--- src/rtl/ir_pulse_distance_decoder_assert.svh ---
// Assertion macros used by the IR pulse-distance decoder RTL.
`ifndef IR_PULSE_DISTANCE_DECODER_ASSERT_SVH
`define IR_PULSE_DISTANCE_DECODER_ASSERT_SVH

// Same-cycle implication, disabled while reset is asserted.
`define IRPD_ASSERT_IMP(lbl, clk, rst_n, ante, cons, msg) \
  lbl: assert property (@(posedge clk) disable iff (!(rst_n)) (ante) |-> (cons)) \
    else $error(msg);

// Next-cycle implication, disabled while reset is asserted.
`define IRPD_ASSERT_NXT(lbl, clk, rst_n, ante, cons, msg) \
  lbl: assert property (@(posedge clk) disable iff (!(rst_n)) (ante) |=> (cons)) \
    else $error(msg);

`endif

--- src/rtl/irpd_pkg.sv ---
// Shared types, constants and register indexes of the IR pulse-distance decoder.
`timescale 1ns / 1ps

package irpd_pkg;

  localparam int unsigned TimeW   = 16;
  localparam int unsigned CodeW   = 32;
  localparam int unsigned CmdW    = 8;
  localparam int unsigned CntW    = 5;
  localparam int unsigned CfgIdxW = 3;
  localparam int unsigned OutDataW = CodeW + CmdW;

  // Index of the last bit of a word
  localparam logic [CntW-1:0] LastBitIdx = CntW'(CodeW - 1);

  // Register indexes on the configuration port
  localparam logic [CfgIdxW-1:0] CFG_START_MIN = 3'd0;
  localparam logic [CfgIdxW-1:0] CFG_START_MAX = 3'd1;
  localparam logic [CfgIdxW-1:0] CFG_BIT_SPLIT = 3'd2;
  localparam logic [CfgIdxW-1:0] CFG_ZERO_MIN  = 3'd3;
  localparam logic [CfgIdxW-1:0] CFG_ONE_MAX   = 3'd4;

  // Register reset values, in timer ticks
  localparam logic [TimeW-1:0] StartMinRst = 16'd13000;
  localparam logic [TimeW-1:0] StartMaxRst = 16'd14000;
  localparam logic [TimeW-1:0] BitSplitRst = 16'd1700;
  localparam logic [TimeW-1:0] ZeroMinRst  = 16'd800;
  localparam logic [TimeW-1:0] OneMaxRst   = 16'd2500;

  typedef struct packed {
    logic [TimeW-1:0] start_min;
    logic [TimeW-1:0] start_max;
    logic [TimeW-1:0] bit_split;
    logic [TimeW-1:0] zero_min;
    logic [TimeW-1:0] one_max;
  } cfg_t;

  typedef enum logic [1:0] {
    KIND_NONE,
    KIND_START,
    KIND_ONE,
    KIND_ZERO
  } kind_e;

endpackage

--- src/rtl/ir_pulse_distance_decoder.sv ---
// Timestamps decode as they leave the input register; whole words go to the result register.
// Throughput: one timestamp per cycle while the result side takes words as offered.
// The input register is sorted against the decode state in one pass into the result register.
// Reset (rst_ni low, async) clears last timestamp, bit count, word and valid flags,
// and loads the window registers with their default tick values.
`timescale 1ns / 1ps

module ir_pulse_distance_decoder
  import irpd_pkg::*;
(
  input  logic                clk_i,
  input  logic                rst_ni,
  // Configuration write channel
  input  logic                cfg_valid_i,
  output logic                cfg_ready_o,
  input  logic [CfgIdxW-1:0]  cfg_index_i,
  input  logic [TimeW-1:0]    cfg_data_i,
  // Timestamp stream
  input  logic                s_axis_tvalid_i,
  output logic                s_axis_tready_o,
  input  logic [TimeW-1:0]    s_axis_tdata_i,   // [15:0] capture_time
  // Decoded word stream
  output logic                m_axis_tvalid_o,
  input  logic                m_axis_tready_i,
  output logic [OutDataW-1:0] m_axis_tdata_o    // [31:0] full_code, [39:32] command_byte
);

  `include "ir_pulse_distance_decoder_assert.svh"

  cfg_t             cfg;
  kind_e            kind;

  logic             in_valid_q, in_valid_d;
  logic [TimeW-1:0] in_time_q;
  logic [TimeW-1:0] last_q, last_d;
  logic [CntW-1:0]  bit_count_q, bit_count_d;
  logic [CodeW-1:0] code_q, code_d;
  logic             out_valid_q, out_valid_d;
  logic [CodeW-1:0] out_code_q;

  logic             out_free;
  logic             advance;
  logic             take_in;
  logic             is_bit;
  logic             emit;
  logic [CodeW-1:0] code_with_bit;

  // Configuration registers, always ready
  assign cfg_ready_o = 1'b1;

  irpd_cfg_regs u_cfg_regs (
    .clk_i     (clk_i),
    .rst_ni    (rst_ni),
    .wr_en_i   (cfg_valid_i),
    .wr_idx_i  (cfg_index_i),
    .wr_data_i (cfg_data_i),
    .cfg_o     (cfg)
  );

  irpd_classify u_classify (
    .now_i  (in_time_q),
    .last_i (last_q),
    .cfg_i  (cfg),
    .kind_o (kind)
  );

  // Handshake: the input register advances whenever the result register has room
  assign out_free        = !out_valid_q || m_axis_tready_i;
  assign advance         = in_valid_q && out_free;
  assign s_axis_tready_o = !in_valid_q || out_free;
  assign take_in         = s_axis_tvalid_i && s_axis_tready_o;

  // Place a one at the current bit position, first bit on top
  assign is_bit        = (kind == KIND_ONE) || (kind == KIND_ZERO);
  assign code_with_bit = (kind == KIND_ONE)
                       ? (code_q | (CodeW'(1) << (LastBitIdx - bit_count_q)))
                       : code_q;
  assign emit          = advance && is_bit && (bit_count_q == LastBitIdx);

  // Next decode state
  always_comb begin
    in_valid_d  = take_in ? 1'b1 : (advance ? 1'b0 : in_valid_q);
    last_d      = last_q;
    bit_count_d = bit_count_q;
    code_d      = code_q;
    if (advance) begin
      last_d = in_time_q;
      if (kind == KIND_START) begin
        bit_count_d = '0;
        code_d      = '0;
      end else if (is_bit) begin
        if (bit_count_q == LastBitIdx) begin
          bit_count_d = '0;
          code_d      = '0;
        end else begin
          bit_count_d = bit_count_q + CntW'(1);
          code_d      = code_with_bit;
        end
      end
    end
    out_valid_d = emit ? 1'b1 : (m_axis_tready_i ? 1'b0 : out_valid_q);
  end

  // Control and decode state
  always_ff @(posedge clk_i or negedge rst_ni) begin
    if (!rst_ni) begin
      in_valid_q  <= 1'b0;
      last_q      <= '0;
      bit_count_q <= '0;
      code_q      <= '0;
      out_valid_q <= 1'b0;
    end else begin
      in_valid_q  <= in_valid_d;
      last_q      <= last_d;
      bit_count_q <= bit_count_d;
      code_q      <= code_d;
      out_valid_q <= out_valid_d;
    end
  end

  // Payload registers
  always_ff @(posedge clk_i) begin
    if (take_in) begin
      in_time_q <= s_axis_tdata_i;
    end
    if (emit) begin
      out_code_q <= code_with_bit;
    end
  end

  assign m_axis_tvalid_o = out_valid_q;
  assign m_axis_tdata_o  = {out_code_q[15:8], out_code_q};

  // A word appears only after its last bit and leaves the decode state cleared
  `IRPD_ASSERT_IMP(a_emit_after_last_bit, clk_i, rst_ni,
    emit, bit_count_q == LastBitIdx, "word emitted before its last bit")
  `IRPD_ASSERT_NXT(a_clear_after_emit, clk_i, rst_ni,
    emit, bit_count_q == '0 && code_q == '0 && out_valid_q, "state not cleared after word")
  // A held item stays in the input register until the result side frees up
  `IRPD_ASSERT_NXT(a_hold_stalled_item, clk_i, rst_ni,
    in_valid_q && !out_free, in_valid_q && $stable(in_time_q), "stalled item lost")
  // A pending word is never overwritten
  `IRPD_ASSERT_IMP(a_no_overwrite, clk_i, rst_ni,
    out_valid_q && !m_axis_tready_i, !emit, "pending word overwritten")

endmodule

--- src/rtl/irpd_cfg_regs.sv ---
// Configuration register file of the IR pulse-distance decoder.
`timescale 1ns / 1ps

module irpd_cfg_regs
  import irpd_pkg::*;
(
  input  logic               clk_i,
  input  logic               rst_ni,
  input  logic               wr_en_i,
  input  logic [CfgIdxW-1:0] wr_idx_i,
  input  logic [TimeW-1:0]   wr_data_i,
  output cfg_t               cfg_o
);

  cfg_t cfg_q, cfg_d;

  // Decode the write; drop indexes beyond the register list
  always_comb begin
    cfg_d = cfg_q;
    if (wr_en_i) begin
      case (wr_idx_i)
        CFG_START_MIN: cfg_d.start_min = wr_data_i;
        CFG_START_MAX: cfg_d.start_max = wr_data_i;
        CFG_BIT_SPLIT: cfg_d.bit_split = wr_data_i;
        CFG_ZERO_MIN:  cfg_d.zero_min  = wr_data_i;
        CFG_ONE_MAX:   cfg_d.one_max   = wr_data_i;
        default:       cfg_d = cfg_q;
      endcase
    end
  end

  always_ff @(posedge clk_i or negedge rst_ni) begin
    if (!rst_ni) begin
      cfg_q.start_min <= StartMinRst;
      cfg_q.start_max <= StartMaxRst;
      cfg_q.bit_split <= BitSplitRst;
      cfg_q.zero_min  <= ZeroMinRst;
      cfg_q.one_max   <= OneMaxRst;
    end else begin
      cfg_q <= cfg_d;
    end
  end

  assign cfg_o = cfg_q;

endmodule

--- src/rtl/irpd_classify.sv ---
// Period measurement and window sorting of one edge timestamp.
`timescale 1ns / 1ps

module irpd_classify
  import irpd_pkg::*;
(
  input  logic [TimeW-1:0] now_i,
  input  logic [TimeW-1:0] last_i,
  input  cfg_t             cfg_i,
  output kind_e            kind_o
);

  logic [TimeW-1:0] period;
  logic             in_start;
  logic             in_one;
  logic             in_zero;

  // Edge-to-edge period, wrapping with the timer
  assign period = now_i - last_i;

  // Strict window checks; a period on a limit falls outside that window
  assign in_start = (period > cfg_i.start_min) && (period < cfg_i.start_max);
  assign in_one   = (period > cfg_i.bit_split) && (period < cfg_i.one_max);
  assign in_zero  = (period < cfg_i.bit_split) && (period > cfg_i.zero_min);

  // Start wins over a one, a one wins over a zero
  always_comb begin
    if (in_start) begin
      kind_o = KIND_START;
    end else if (in_one) begin
      kind_o = KIND_ONE;
    end else if (in_zero) begin
      kind_o = KIND_ZERO;
    end else begin
      kind_o = KIND_NONE;
    end
  end

endmodule

--- config.mk ---
export PLATFORM = sky130hd
export DESIGN_NAME = ir_pulse_distance_decoder
export DESIGN_NICKNAME = d
export VERILOG_FILES = /design/src/rtl/irpd_pkg.sv /design/src/rtl/ir_pulse_distance_decoder.sv /design/src/rtl/irpd_cfg_regs.sv /design/src/rtl/irpd_classify.sv
export VERILOG_INCLUDE_DIRS = /design/src /design/src/rtl
export SDC_FILE = /design/constraint.sdc
export NUM_CORES = 1
export LEC_CHECK = 0
export BUFFER_PORTS_ARGS = -buffer_cell sky130_fd_sc_hd__buf_2
export CAP_MARGIN = 30
export CELL_PAD_IN_SITES_DETAIL_PLACEMENT = 1
export CELL_PAD_IN_SITES_GLOBAL_PLACEMENT = 1
export CORE_ASPECT_RATIO = 1.2
export CORE_MARGIN = 4
export CORE_UTILIZATION = 46
export DETAILED_ROUTE_END_ITERATION = 6
export PLACE_DENSITY = 0.77
export SLEW_MARGIN = 5
export SYNTH_ARGS = -nofsm -noshare
export SYNTH_HDL_FRONTEND = slang
export SYNTH_SLANG_ARGS = --single-unit
export TNS_END_PERCENT = 30
--- constraint.sdc ---
create_clock -name clk_i -period 11.85 [get_ports clk_i]
set_input_delay 0.5925 -clock clk_i [delete_from_list [all_inputs] [get_ports clk_i]]
set_output_delay 0.5925 -clock clk_i [all_outputs]
set_load 0.01 [all_outputs]
==> metrics.log, run 1 <==
[metrics] endpoint type of the worst setup path: flip-flop
[metrics] status: complete, no violations
[metrics] area of the multi-input gates: 4490 um2
[metrics] final design area excluding fillers: 11200 um2
[metrics] post-synthesis sequential area ratio: about half
[metrics] CTS tree: yes
[metrics] clock root buffer master: sky130_fd_sc_hd__clkbuf_16
[metrics] worst slew pin tran: 770 ps
[metrics] max-capacitance violation count: 0
[metrics] synthesized net count: approximately 1100
[metrics] leading cell types by total area after synthesis: sky130_fd_sc_hd__dfrtp_1 27%, sky130_fd_sc_hd__edfxtp_1 14%, sky130_fd_sc_hd__ha_1 13%
[metrics] most common library cell in the layout ignoring fill and taps: sky130_fd_sc_hd__dfrtp_1
[metrics] leading area contributor after synthesis: sky130_fd_sc_hd__dfrtp_1
[metrics] share of the synthesized area in the top cell type: 27.3%
[metrics] Slew Limit Fails: 0
[metrics] total via count after detailed routing: roughly 7400
[metrics] Yosys Warn Count: 0
[metrics] post-synthesis async set-or-reset flop share: 73.8%
[metrics] y dimension of the die: 169 um
[metrics] detailed-route DRC error count: 0
[metrics] number of enable flip-flop cells after synthesis: 48
[metrics] VDD IR max: between 0.0001 and 0.00015 V
[metrics] DP Worst Slack: between 6000 and 7000 ps
[metrics] setup repair bufs after CTS: 0
[metrics] critical path launch point type: flip-flop
[metrics] class of the tightest hold or removal check: input port to asynchronous set/reset pin
[metrics] CTS Sinks: ~180
[metrics] CTS buffer count: 17
[metrics] largest fanout on the critical path: 32
[metrics] setup_tns: 0 ps
[metrics] area growth from synthesis to layout: 12.5%
[metrics] leakage power: 5.11 nW
[metrics] launching instance or port of the critical path: in_time_q[2]
[metrics] largest net degree at the start of global routing: a little over 70
[metrics] unrepaired setup endpoints after global routing: false
[metrics] data arrival time of the critical path: ~5700 ps
[metrics] Clock Path Buffers: 2
[metrics] standard-cell rows: a little under 60
[metrics] I/O pins: 83
[metrics] average cell area after synthesis: 10.6 um2
[metrics] number of instances resized during post-cts repair: 0
[metrics] filler cell count in the final layout: 2346
[metrics] Gate Count Post-Synth: between 900 and 1000
[metrics] number of cells on the worst reg-to-reg path: 17
[metrics] count of antenna diodes in the layout: 0
[metrics] overall overflow remaining after global route: 0
[metrics] final wirelength: approximately 26 mm
[metrics] type of the setup path with the least slack: flip-flop to flip-flop
[metrics] power per cell area: between 150 and 200 nW/um2
[metrics] number of nets in the finished design: ~1100
[metrics] headroom to the max-slew limit: 48.3%
[metrics] Detail Placement HPWL: approximately 18 mm
[metrics] number of failing setup endpoints in the final timing report: 0
[metrics] Data required, critical path: roughly 12000 ps
[metrics] commonest non-fill, non-tap cells in the layout: 109 x sky130_fd_sc_hd__dfrtp_1, 102 x sky130_fd_sc_hd__inv_1, 100 x sky130_fd_sc_hd__ha_1
[metrics] Die Span X: roughly 140 um
[metrics] hold-fix buffer count after cts: 0
[metrics] cell area reported after detailed placement: roughly 11000 um2
[metrics] global placement routability congestion: roughly 0.84
[metrics] routed wire length per instance: 19.8 um
[metrics] Core Footprint: 21100 um2
[metrics] number of global-route vias before repair: between 7000 and 8000
[metrics] capturing instance or port of the critical path: out_code_q[8]
[metrics] Pre-antenna DRT Iters: 6
[metrics] clock transition at the registers of the reported paths: around 70 ps
[metrics] Cell Area, Synth: approximately 10000 um2
[metrics] number of synthesized register bits: 183
[metrics] number of levels in the clock H-tree: 4
[metrics] gr usage total: 21.9%
[metrics] peak clock frequency supported by timing: roughly 180 MHz
[metrics] Worst R2R Start: in_time_q[2]
[metrics] FF-to-FF setup slack: 6240 ps
[metrics] Sequential Area: ~4900 um2
[metrics] count of routing violations after the opening detailed-route iteration: 323
[metrics] number of port buffers: 81
[metrics] final cycle utilization of the critical path: 47.4%
[metrics] shortest clock period the worst path allows after layout: around 5600 ps
[metrics] worst setup skew after layout: about 9.7 ps
[metrics] Vias/cell: approximately 5.7
[metrics] number of antenna violations at the first check in global routing: 0
[metrics] later-pin clock latency in the skew report: 430 ps
[metrics] Final Worst Setup Slack: between 6000 and 7000 ps
[metrics] final-report hold violation count: 0
[metrics] residual antenna-violating net count after detailed routing: 0
[metrics] starting density of the core: a little under half
[metrics] endpoint of the worst register-to-register path: out_code_q[8]
[metrics] area of the die: between 20000 and 25000 um2
[metrics] count of distinct cell types in the synthesized netlist: 62
[metrics] first-pass GRT wire length: approximately 42 mm
[metrics] main flop type after synthesis: sky130_fd_sc_hd__dfrtp_1
[metrics] fraction of layout cells with a size suffix above 1: 20.1%
[per-stage QoR]
step	power [W]	instances	hold slack, ps	utilization, %
after detailed placement	0.00156	1257	496	50.1
final	0.00214	1291	162	53.1
after CTS	0.00215	1289	174	52.9
after global placement	0.00151	1256	471	50.0
after floorplan	0.00133	940	297	-
after global routing	0.00228	1291	188	53.1
[flip-flops by register name (all words and copies together), names as in the netlist]
register / count
in_valid_q: 1
u_cfg_regs.cfg_o: 80
in_time_q: 16
code_q: 32
bit_count_q: 5
last_q: 16
m_axis_tvalid_o: 1
out_code_q: 32
[layer usage]
metal  track usage [%]  up-vias  routed length, um
met5                 0        -                  0
met4              9.55        0                947
met3              2.96       56                738
li1                  -     3484                  -
met1              25.3     3722              10100
met2              40.2      146              13900
[area by class of cell]
class / instances / share of cell area, %
clock buffers: 26 / 4.45
clock inverters: 6 / 0.825
inverters: 103 / 3.45
multi-input cells: 608 / 40.0
flip-flops and latches: 183 / 43.2
well taps: 270 / 3.01
repair buffers: 95 / 5.03
[how the worst min path moves through the flow]
stage / from / to / slack, ps / cells after the start
floorplan: rst_ni / bit_count_q[0] / 300 / 0
global placement: last_q[0] / last_q[0] / 470 / 2
detailed placement: last_q[14] / last_q[14] / 500 / 1
CTS: rst_ni / u_cfg_regs.cfg_o[38] / 170 / 1
global route: rst_ni / u_cfg_regs.cfg_o[54] / 190 / 1
finish: rst_ni / u_cfg_regs.cfg_o[38] / 160 / 1
[worst max-delay path: stages (launching register included)]
cell	delay (ps)
sky130_fd_sc_hd__edfxtp_1	390
sky130_fd_sc_hd__ha_1	370
sky130_fd_sc_hd__nor2b_1	150
sky130_fd_sc_hd__o21ai_0	200
sky130_fd_sc_hd__a21boi_0	180
sky130_fd_sc_hd__o41ai_1	520
sky130_fd_sc_hd__o31ai_1	190
sky130_fd_sc_hd__o41ai_1	330
sky130_fd_sc_hd__xnor2_1	260
sky130_fd_sc_hd__ha_1	380
sky130_fd_sc_hd__nand4_1	160
sky130_fd_sc_hd__or4_1	590
sky130_fd_sc_hd__a21o_1	190
sky130_fd_sc_hd__a31oi_1	200
sky130_fd_sc_hd__mux2i_2	160
sky130_fd_sc_hd__nor3b_1	420
sky130_fd_sc_hd__and2_1	190
sky130_fd_sc_hd__buf_4	370
[cells by family after synthesis]
logic type      count (synthesis)  synth area share, %
compound gates                255                 17.1
simple gates                  204                 9.91
flops                         183                 48.6
buf+inv                       149                 6.51
fa+ha+maj                     101                 12.7
mux                            37                 4.18
xor+xnor                       10                0.878
other cells                     1               0.0376
[where the power goes]
group,total (W),switching [W],internal (W),leakage [nW]
clock network,0.000583,0.000248,0.000336,0.287
registers,0.000792,0.0000507,0.000741,2.15
logic,0.000762,0.000493,0.000269,2.67
total,0.00214,0.000792,0.00135,5.11
[Yosys cell counts, drive strengths merged, types with 3 or more instances]
master	count
xnor2	5
o21bai	33
nor2	21
xor2	5
mux2i	3
dfstp	26
a21boi	4
o211ai	4
nand2b	4
and2	7
buf	25
edfxtp	48
a41oi	32
nand4	16
nand2	93
o21ai	73
a31oi	5
nor3	8
ha	100
dfrtp	109
a211oi	5
a21oi	63
clkbuf	21
and3	12
nor2b	13
a21o	13
inv	102
o21a	3
mux2	34
nor4	3
nand3	18
(Power assumes the default switching activity.)
==> inputs of run 2 (changes only) <==
--- a/config.mk
+++ b/config.mk
@@ -12,9 +12,9 @@
 export CELL_PAD_IN_SITES_GLOBAL_PLACEMENT = 1
 export CORE_ASPECT_RATIO = 1.2
 export CORE_MARGIN = 4
-export CORE_UTILIZATION = 46
+export CORE_UTILIZATION = 43
 export DETAILED_ROUTE_END_ITERATION = 6
-export PLACE_DENSITY = 0.77
+export PLACE_DENSITY = 0.76
 export SLEW_MARGIN = 5
 export SYNTH_ARGS = -nofsm -noshare
 export SYNTH_HDL_FRONTEND = slang
==> constraint.sdc (replaced) <==
create_clock -name clk_i -period 4.7 [get_ports clk_i]
set_input_delay 0.235 -clock clk_i [delete_from_list [all_inputs] [get_ports clk_i]]
set_output_delay 0.235 -clock clk_i [all_outputs]
set_load 0.01 [all_outputs]
==> run 2 against run 1 <==
The run now ends with setup timing left. Clock power is 140% higher. Core utilization grew 2.8 points. Power rose to 2.9 times the previous value. Routed wire length increased by 17%. Design area increased by 13%. Clock-buffer cell count down 6. Via count is 7.4% higher. Worst setup slack worse by 6200 ps. Maximum frequency grew 19%. Register-to-register slack got worse by 6200 ps. Hold slack got worse by 100 ps. Non-clock buffer count is 83 higher. Largest cell class is now multi-input combinational cells. Largest power group is now combinational logic.
==> metrics.log, run 2 (synthesis results as in run 1) <==
[metrics] final-report hold violation count: 0
[metrics] Hold WS: ~60 ps
[metrics] endpoint type of the worst setup path: flip-flop
[metrics] number of antenna violations at the first check in global routing: 1
[metrics] FF-to-FF setup slack: -7 ps
[metrics] Switching Share: roughly two fifths
[metrics] data arrival time of the critical path: 5060 ps
[metrics] most common library cell in the layout ignoring fill and taps: sky130_fd_sc_hd__dfrtp_1
[metrics] commonest non-fill, non-tap cells in the layout: 109 x sky130_fd_sc_hd__dfrtp_1, 100 x sky130_fd_sc_hd__inv_1, 93 x sky130_fd_sc_hd__nand2_1
[metrics] Detail Placement HPWL: a little under 20 mm
[metrics] CTS Sinks: around 180
[metrics] net switching power figure: between 0.002 and 0.0025 W
[metrics] Data required, critical path: just over 5000 ps
[metrics] status: finished with violations
[metrics] part of the total power dissipated in the clock network: between 20% and 30%
[metrics] worst slew pin tran: 900 ps
[metrics] number of nets in the finished design: 1235
[metrics] overall overflow remaining after global route: 0
[metrics] number of levels in the clock H-tree: 4
[metrics] endpoint of the worst register-to-register path: code_q[12]
[metrics] count of routing violations after the opening detailed-route iteration: 300
[metrics] max-capacitance violation count: 0
[metrics] VDD IR max: 0.000289 V
[metrics] final design area excluding fillers: 12600 um2
[metrics] y dimension of the die: around 170 um
[metrics] class of the tightest hold or removal check: input port to flip-flop
[metrics] final cycle utilization of the critical path: 100%
[metrics] combinational cell fraction of total power: between 40% and 50%
[metrics] power per cell area: approximately 500 nW/um2
[metrics] type of the setup path with the least slack: flip-flop to flip-flop
[metrics] CTS buffer count: 17
[metrics] starting density of the core: 44.1%
[metrics] Worst R2R Start: last_q[0]
[metrics] number of cells on the worst reg-to-reg path: 22
[metrics] shortest clock period the worst path allows after layout: between 4000 and 5000 ps
[metrics] number of cells on the worst hold path: 3
[metrics] area growth from synthesis to layout: 26.7%
[metrics] Clock Path Buffers: 2
[metrics] Vias/cell: 5.61
[metrics] hold-critical path endpoint: u_cfg_regs.cfg_o[34]
[metrics] I/O pins: between 80 and 90
[metrics] later-pin clock latency in the skew report: ~440 ps
[metrics] unrepaired setup endpoints after global routing: true
[metrics] DP Worst Slack: -658 ps
[metrics] cell area reported after detailed placement: 11100 um2
[metrics] clock root buffer master: sky130_fd_sc_hd__clkbuf_16
[metrics] final wirelength: roughly 30 mm
[metrics] standard-cell rows: 60
[metrics] first-pass GRT wire length: around 46 mm
[metrics] total via count after detailed routing: 7955
[metrics] fraction of power consumed by sequential logic: about a third
[metrics] Core Footprint: ~23000 um2
[metrics] detailed-route DRC error count: 0
[metrics] CTS tree: yes
[metrics] Pre-antenna DRT Iters: 5
[metrics] clock transition at the registers of the reported paths: 70 ps
[metrics] area of the die: 25700 um2
[metrics] routed wire length per instance: 21.2 um
[metrics] residual antenna-violating net count after detailed routing: 0
[metrics] peak clock frequency supported by timing: 212 MHz
[metrics] number of port buffers: about 80
[metrics] post-layout total power: around 0.0062 W
[metrics] filler cell count in the final layout: about 2400
[metrics] global placement routability congestion: 0.843
[metrics] flip-flop count of the largest register after layout: 80
[metrics] number of failing setup endpoints in the final timing report: 1
[metrics] number of global-route vias before repair: around 8700
[metrics] setup_tns: -7.15 ps
[metrics] Sequential Area: 4850 um2
[metrics] area of the multi-input gates: 5030 um2
[metrics] fraction of layout cells with a size suffix above 1: between 30% and 40%
[metrics] total internal power: about 0.0038 W
[metrics] largest fanout on the critical path: 11
[metrics] Slew Limit Fails: 0
[metrics] headroom to the max-slew limit: 40.0%
[metrics] leakage power: 5.62 nW
[metrics] failing checks: setup timing
[metrics] Final Worst Setup Slack: -7.15 ps
[metrics] gr usage total: around 23%
[metrics] hold path startpoint: cfg_data_i[2]
[metrics] worst setup skew after layout: approximately 12 ps
[metrics] largest net degree at the start of global routing: 95
[metrics] Die Span X: 147 um
[metrics] critical path launch point type: flip-flop
-- run 2: power by group through the flow --
stage	registers, W	logic (W)	clock network (W)
after floorplan	0.00196	0.00141	0
after global placement	0.00201	0.00212	0
after CTS	0.00200	0.00247	0.00143
after global routing	0.00203	0.00304	0.00151
after detailed placement	0.00203	0.00223	0
final	0.00200	0.00281	0.00142
-- run 2: final cells by class --
cell class / instances / area share, %
multi-input combinational: 611 / 39.8
sequential: 183 / 38.4
timing repair buffer: 178 / 11.2
clock buffer: 20 / 3.46
tap: 310 / 3.07
inverter: 103 / 3.06
clock inverter: 12 / 1.01
antenna: 1 / 0.0198
-- run 2: per-layer routing --
| metal | wire length, um | share of wire [%] | up-vias | global-route usage, % |
|---|---|---|---|---|
| met5 | 0 | 0 | - | 0 |
| met4 | 1250 | 4.2 | 0 | 10.1 |
| met3 | 1040 | 3.5 | 80 | 4.12 |
| met2 | 16400 | 55 | 208 | 42.0 |
| met1 | 11300 | 38 | 4003 | 25.4 |
| li1 | - | - | 3664 | - |
-- run 2: how the worst max path moves through the flow --
stage | startpoint | end | slack [ps] | cells after the start
final | last_q[0] | code_q[12] | -7 | 22
after global routing | in_time_q[1] | code_q[12] | -230 | 21
after CTS | last_q[2] | out_code_q[25] | 20 | 20
after detailed placement | in_time_q[0] | out_code_q[16] | -660 | 18
after global placement | in_time_q[0] | out_code_q[0] | -330 | 18
after floorplan | in_time_q[2] | out_code_q[0] | 60 | 16
-- run 2: metrics by stage --
step           std cells  util (%)
6_report            1418      55.9
5_1_grt             1418      55.9
4_1_cts             1409      54.1
3_3_place_gp        1344      49.1
3_5_place_dp        1345      49.2
2_1_floorplan        940         -
-- run 2: timing repair --
item / CTS / global route
setup buffers: 10 / 8
cloned: 5 / 1
endpoints found under the hold margin: 94 / 0
hold buffers: 18 / 0
endpoints found under the setup margin: 102 / 102
resized for setup: 41 / 64
pin swaps: 18 / 29
-- run 2: worst max-delay path, cell delays in order (launching register included) --
cell                       delay (ps)
sky130_fd_sc_hd__dfrtp_1          410
sky130_fd_sc_hd__ha_4             190
sky130_fd_sc_hd__fa_2             380
sky130_fd_sc_hd__nor2b_2          140
sky130_fd_sc_hd__o21ai_2           80
sky130_fd_sc_hd__a21boi_2         240
sky130_fd_sc_hd__o41ai_4          110
sky130_fd_sc_hd__o31ai_2          330
sky130_fd_sc_hd__o41ai_2          130
sky130_fd_sc_hd__xnor2_2          150
sky130_fd_sc_hd__buf_6            150
sky130_fd_sc_hd__buf_6            120
sky130_fd_sc_hd__ha_4             240
sky130_fd_sc_hd__nand4_1          140
sky130_fd_sc_hd__buf_4            150
sky130_fd_sc_hd__a211oi_2          40
sky130_fd_sc_hd__or4b_4           560
sky130_fd_sc_hd__a311oi_4         330
sky130_fd_sc_hd__buf_4            180
sky130_fd_sc_hd__buf_6            100
sky130_fd_sc_hd__nand2b_4         120
sky130_fd_sc_hd__buf_12           180
sky130_fd_sc_hd__a21oi_1          160
==> inputs of run 3 (changes only) <==
--- a/config.mk
+++ b/config.mk
@@ -15,6 +15,7 @@
 export CORE_UTILIZATION = 43
 export DETAILED_ROUTE_END_ITERATION = 6
 export PLACE_DENSITY = 0.76
+export REMOVE_ABC_BUFFERS = 1
 export SLEW_MARGIN = 5
 export SYNTH_ARGS = -nofsm -noshare
 export SYNTH_HDL_FRONTEND = slang
==> run 3 against run 2 <==
The flow now finishes without violations. Flip-flop and latch count stayed put. Hold slack worse by 7.6 ps. Sequential power about the same. Power fell by 8.6%.
==> metrics.log, run 3 (synthesis results as in run 1) <==
[metrics] worst setup skew after layout: 9.95 ps
[metrics] final cycle utilization of the critical path: a little over nine tenths
[metrics] class of the tightest hold or removal check: input port to flip-flop
[metrics] Sequential Area: between 4000 and 5000 um2
[metrics] data arrival time of the critical path: approximately 4800 ps
[metrics] routed wire length per instance: roughly 19 um
[metrics] I/O pins: 83
[metrics] post-layout total power: between 0.005 and 0.006 W
[metrics] clock transition at the registers of the reported paths: about 70 ps
[metrics] global placement routability congestion: 0.848
[metrics] detailed-routing wirelength on met1: roughly 10 mm
[metrics] later-pin clock latency in the skew report: ~440 ps
[metrics] DR top layer: met4
[metrics] y dimension of the die: approximately 170 um
[metrics] number of levels in the clock H-tree: 4
[metrics] standard-cell rows: 60
[metrics] status: complete, no violations
[metrics] residual antenna-violating net count after detailed routing: 0
[metrics] final-report hold violation count: 0
[metrics] Clock Path Buffers: 2
[metrics] Post-Place Cells: 1336
[metrics] type of the setup path with the least slack: flip-flop to flip-flop
[metrics] Detail Placement HPWL: between 15 and 20 mm
[metrics] filler cell count in the final layout: roughly 2400
[metrics] Slew Limit Fails: 0
[metrics] Routed met3 length: 881 um
[metrics] peak clock frequency supported by timing: 215 MHz
[metrics] Die Span X: between 100 and 150 um
[metrics] Hold WS: ~53 ps
[metrics] endpoint type of the worst setup path: flip-flop
[metrics] gr usage total: around a fifth
[metrics] CTS buffer count: 17
[metrics] Core Footprint: roughly 23000 um2
[metrics] area growth from synthesis to layout: 21.2%
[metrics] CTS tree: yes
[metrics] fraction of layout cells with a size suffix above 1: between 20% and 30%
[metrics] flip-flop count of the largest register after layout: 80
[metrics] number of antenna violations at the first check in global routing: 0
[metrics] headroom to the max-slew limit: a little over two fifths
[metrics] clock root buffer master: sky130_fd_sc_hd__clkbuf_16
[metrics] most common library cell in the layout ignoring fill and taps: sky130_fd_sc_hd__dfrtp_1
[metrics] area of the die: ~26000 um2
[metrics] shortest clock period the worst path allows after layout: 4650 ps
[metrics] worst slew pin tran: around 820 ps
[metrics] count of routing violations after the opening detailed-route iteration: approximately 400
[metrics] critical path launch point type: flip-flop
[metrics] largest fanout on the critical path: 8
[metrics] Pre-antenna DRT Iters: 5
[metrics] number of nets in the finished design: roughly 1200
[metrics] number of port buffers: 81
[metrics] area of the multi-input gates: ~4700 um2
[metrics] final wirelength: 26.5 mm
[metrics] unrepaired setup endpoints after global routing: true
[metrics] number of failing setup endpoints in the final timing report: 0
[metrics] detailed-route DRC error count: 0
[metrics] setup_tns: 0 ps
[metrics] Data required, critical path: 4860 ps
[metrics] starting density of the core: roughly 44%
[metrics] overall overflow remaining after global route: 0
[metrics] VDD IR max: roughly 0.00032 V
[metrics] CTS Sinks: between 150 and 200
[metrics] commonest non-fill, non-tap cells in the layout: 109 x sky130_fd_sc_hd__dfrtp_1, 101 x sky130_fd_sc_hd__inv_1, 96 x sky130_fd_sc_hd__ha_1
[metrics] first-pass GRT wire length: around 44 mm
[metrics] total met2 wirelength after detailed routing: around 14 mm
[metrics] number of global-route vias before repair: ~8300
[metrics] total via count after detailed routing: between 7000 and 8000
[metrics] final instance count without filler cells: between 1000 and 1500
[metrics] power per cell area: about 470 nW/um2
[metrics] count of antenna diodes in the layout: 0
[metrics] largest net degree at the start of global routing: between 80 and 90
[metrics] leakage power: around 5.5 nW
[metrics] Vias/cell: about 5.5
[metrics] max-capacitance violation count: 0
## run 3: cell types whose count changed in the layout (fill, tap and decap cells not counted), moves of 4 or more
cell | before | now
sky130_fd_sc_hd__buf_6 | 11 | 4
sky130_fd_sc_hd__buf_12 | 12 | 8
sky130_fd_sc_hd__a41oi_2 | 10 | 0
sky130_fd_sc_hd__a41oi_1 | 22 | 32
sky130_fd_sc_hd__a21oi_1 | 31 | 49
sky130_fd_sc_hd__ha_1 | 91 | 96
sky130_fd_sc_hd__a21oi_2 | 28 | 13
sky130_fd_sc_hd__ha_4 | 9 | 3
sky130_fd_sc_hd__buf_4 | 53 | 49
## run 3: worst paths after layout
check,from,end,slack (ps),cells past startpoint
setup / recovery,in_time_q[2],out_code_q[23],50,19
hold / removal,cfg_data_i[6],u_cfg_regs.cfg_o[70],50,3
setup reg to reg,in_time_q[2],out_code_q[23],50,19
hold reg to reg,u_cfg_regs.cfg_o[17],u_cfg_regs.cfg_o[17],510,1
max in group asynchronous,rst_ni,last_q[10],3140,3
min in group asynchronous,rst_ni,u_cfg_regs.cfg_o[22],410,2
## run 3: where the power goes
part	switching [W]	total [W]	leakage, nW	internal, W
logic	0.00134	0.00228	3.06	0.000935
clock network	0.000669	0.00142	0.273	0.000746
registers	0.000130	0.00200	2.15	0.00187
## run 3: timing repair
| action | CTS | global route |
|---|---|---|
| resized for setup | 22 | 16 |
| setup endpoints to repair | 102 | 102 |
| cloned | 1 | 2 |
| endpoints found under the hold margin | 86 | 0 |
| hold buffers | 18 | 0 |
| pin swaps | 8 | 13 |
| buffers inserted | 5 | 3 |
## run 3: layout make-up
cell class	instances	area share, %
sequential	183	40.1
tap	310	3.21
inverter	103	3.20
timing repair buffer	162	10.2
clock buffer	18	3.55
clock inverter	14	1.16
multi-input combinational	608	38.6
## run 3: routing by layer
| layer | GRT usage, % | up-vias |
|---|---|---|
| met3 | 2.62 | 57 |
| met2 | 39.2 | 166 |
| li1 | - | 3619 |
| met1 | 24.8 | 3883 |
| met4 | 8.59 | 0 |
| met5 | 0 | - |
## run 3: critical path, stage by stage, from the launching register on
cell                        delay, ps
sky130_fd_sc_hd__edfxtp_1         430
sky130_fd_sc_hd__ha_4             250
sky130_fd_sc_hd__buf_6            110
sky130_fd_sc_hd__o21a_1           180
sky130_fd_sc_hd__o31a_1           130
sky130_fd_sc_hd__o211a_1          270
sky130_fd_sc_hd__o2111ai_2        210
sky130_fd_sc_hd__a31oi_1          130
sky130_fd_sc_hd__or4_1            470
sky130_fd_sc_hd__nand3_4          140
sky130_fd_sc_hd__ha_4             150
sky130_fd_sc_hd__nand4_1          140
sky130_fd_sc_hd__or4_4            590
sky130_fd_sc_hd__a21o_1           180
sky130_fd_sc_hd__a31oi_2          180
sky130_fd_sc_hd__mux2i_2          140
sky130_fd_sc_hd__nor3b_4          230
sky130_fd_sc_hd__and2_4           190
sky130_fd_sc_hd__buf_6            120
sky130_fd_sc_hd__clkbuf_16        150
## run 3: stage by stage
stage | instance area (um2) | setup slack [ps] | utilization (%)
floorplan | 9710 | -967 | -
global placement | 11000 | -177 | 48.7
detailed placement | 11000 | -446 | 48.7
CTS | 11900 | -17.6 | 52.8
global route | 12100 | -219 | 53.5
finish | 12100 | 47.3 | 53.5
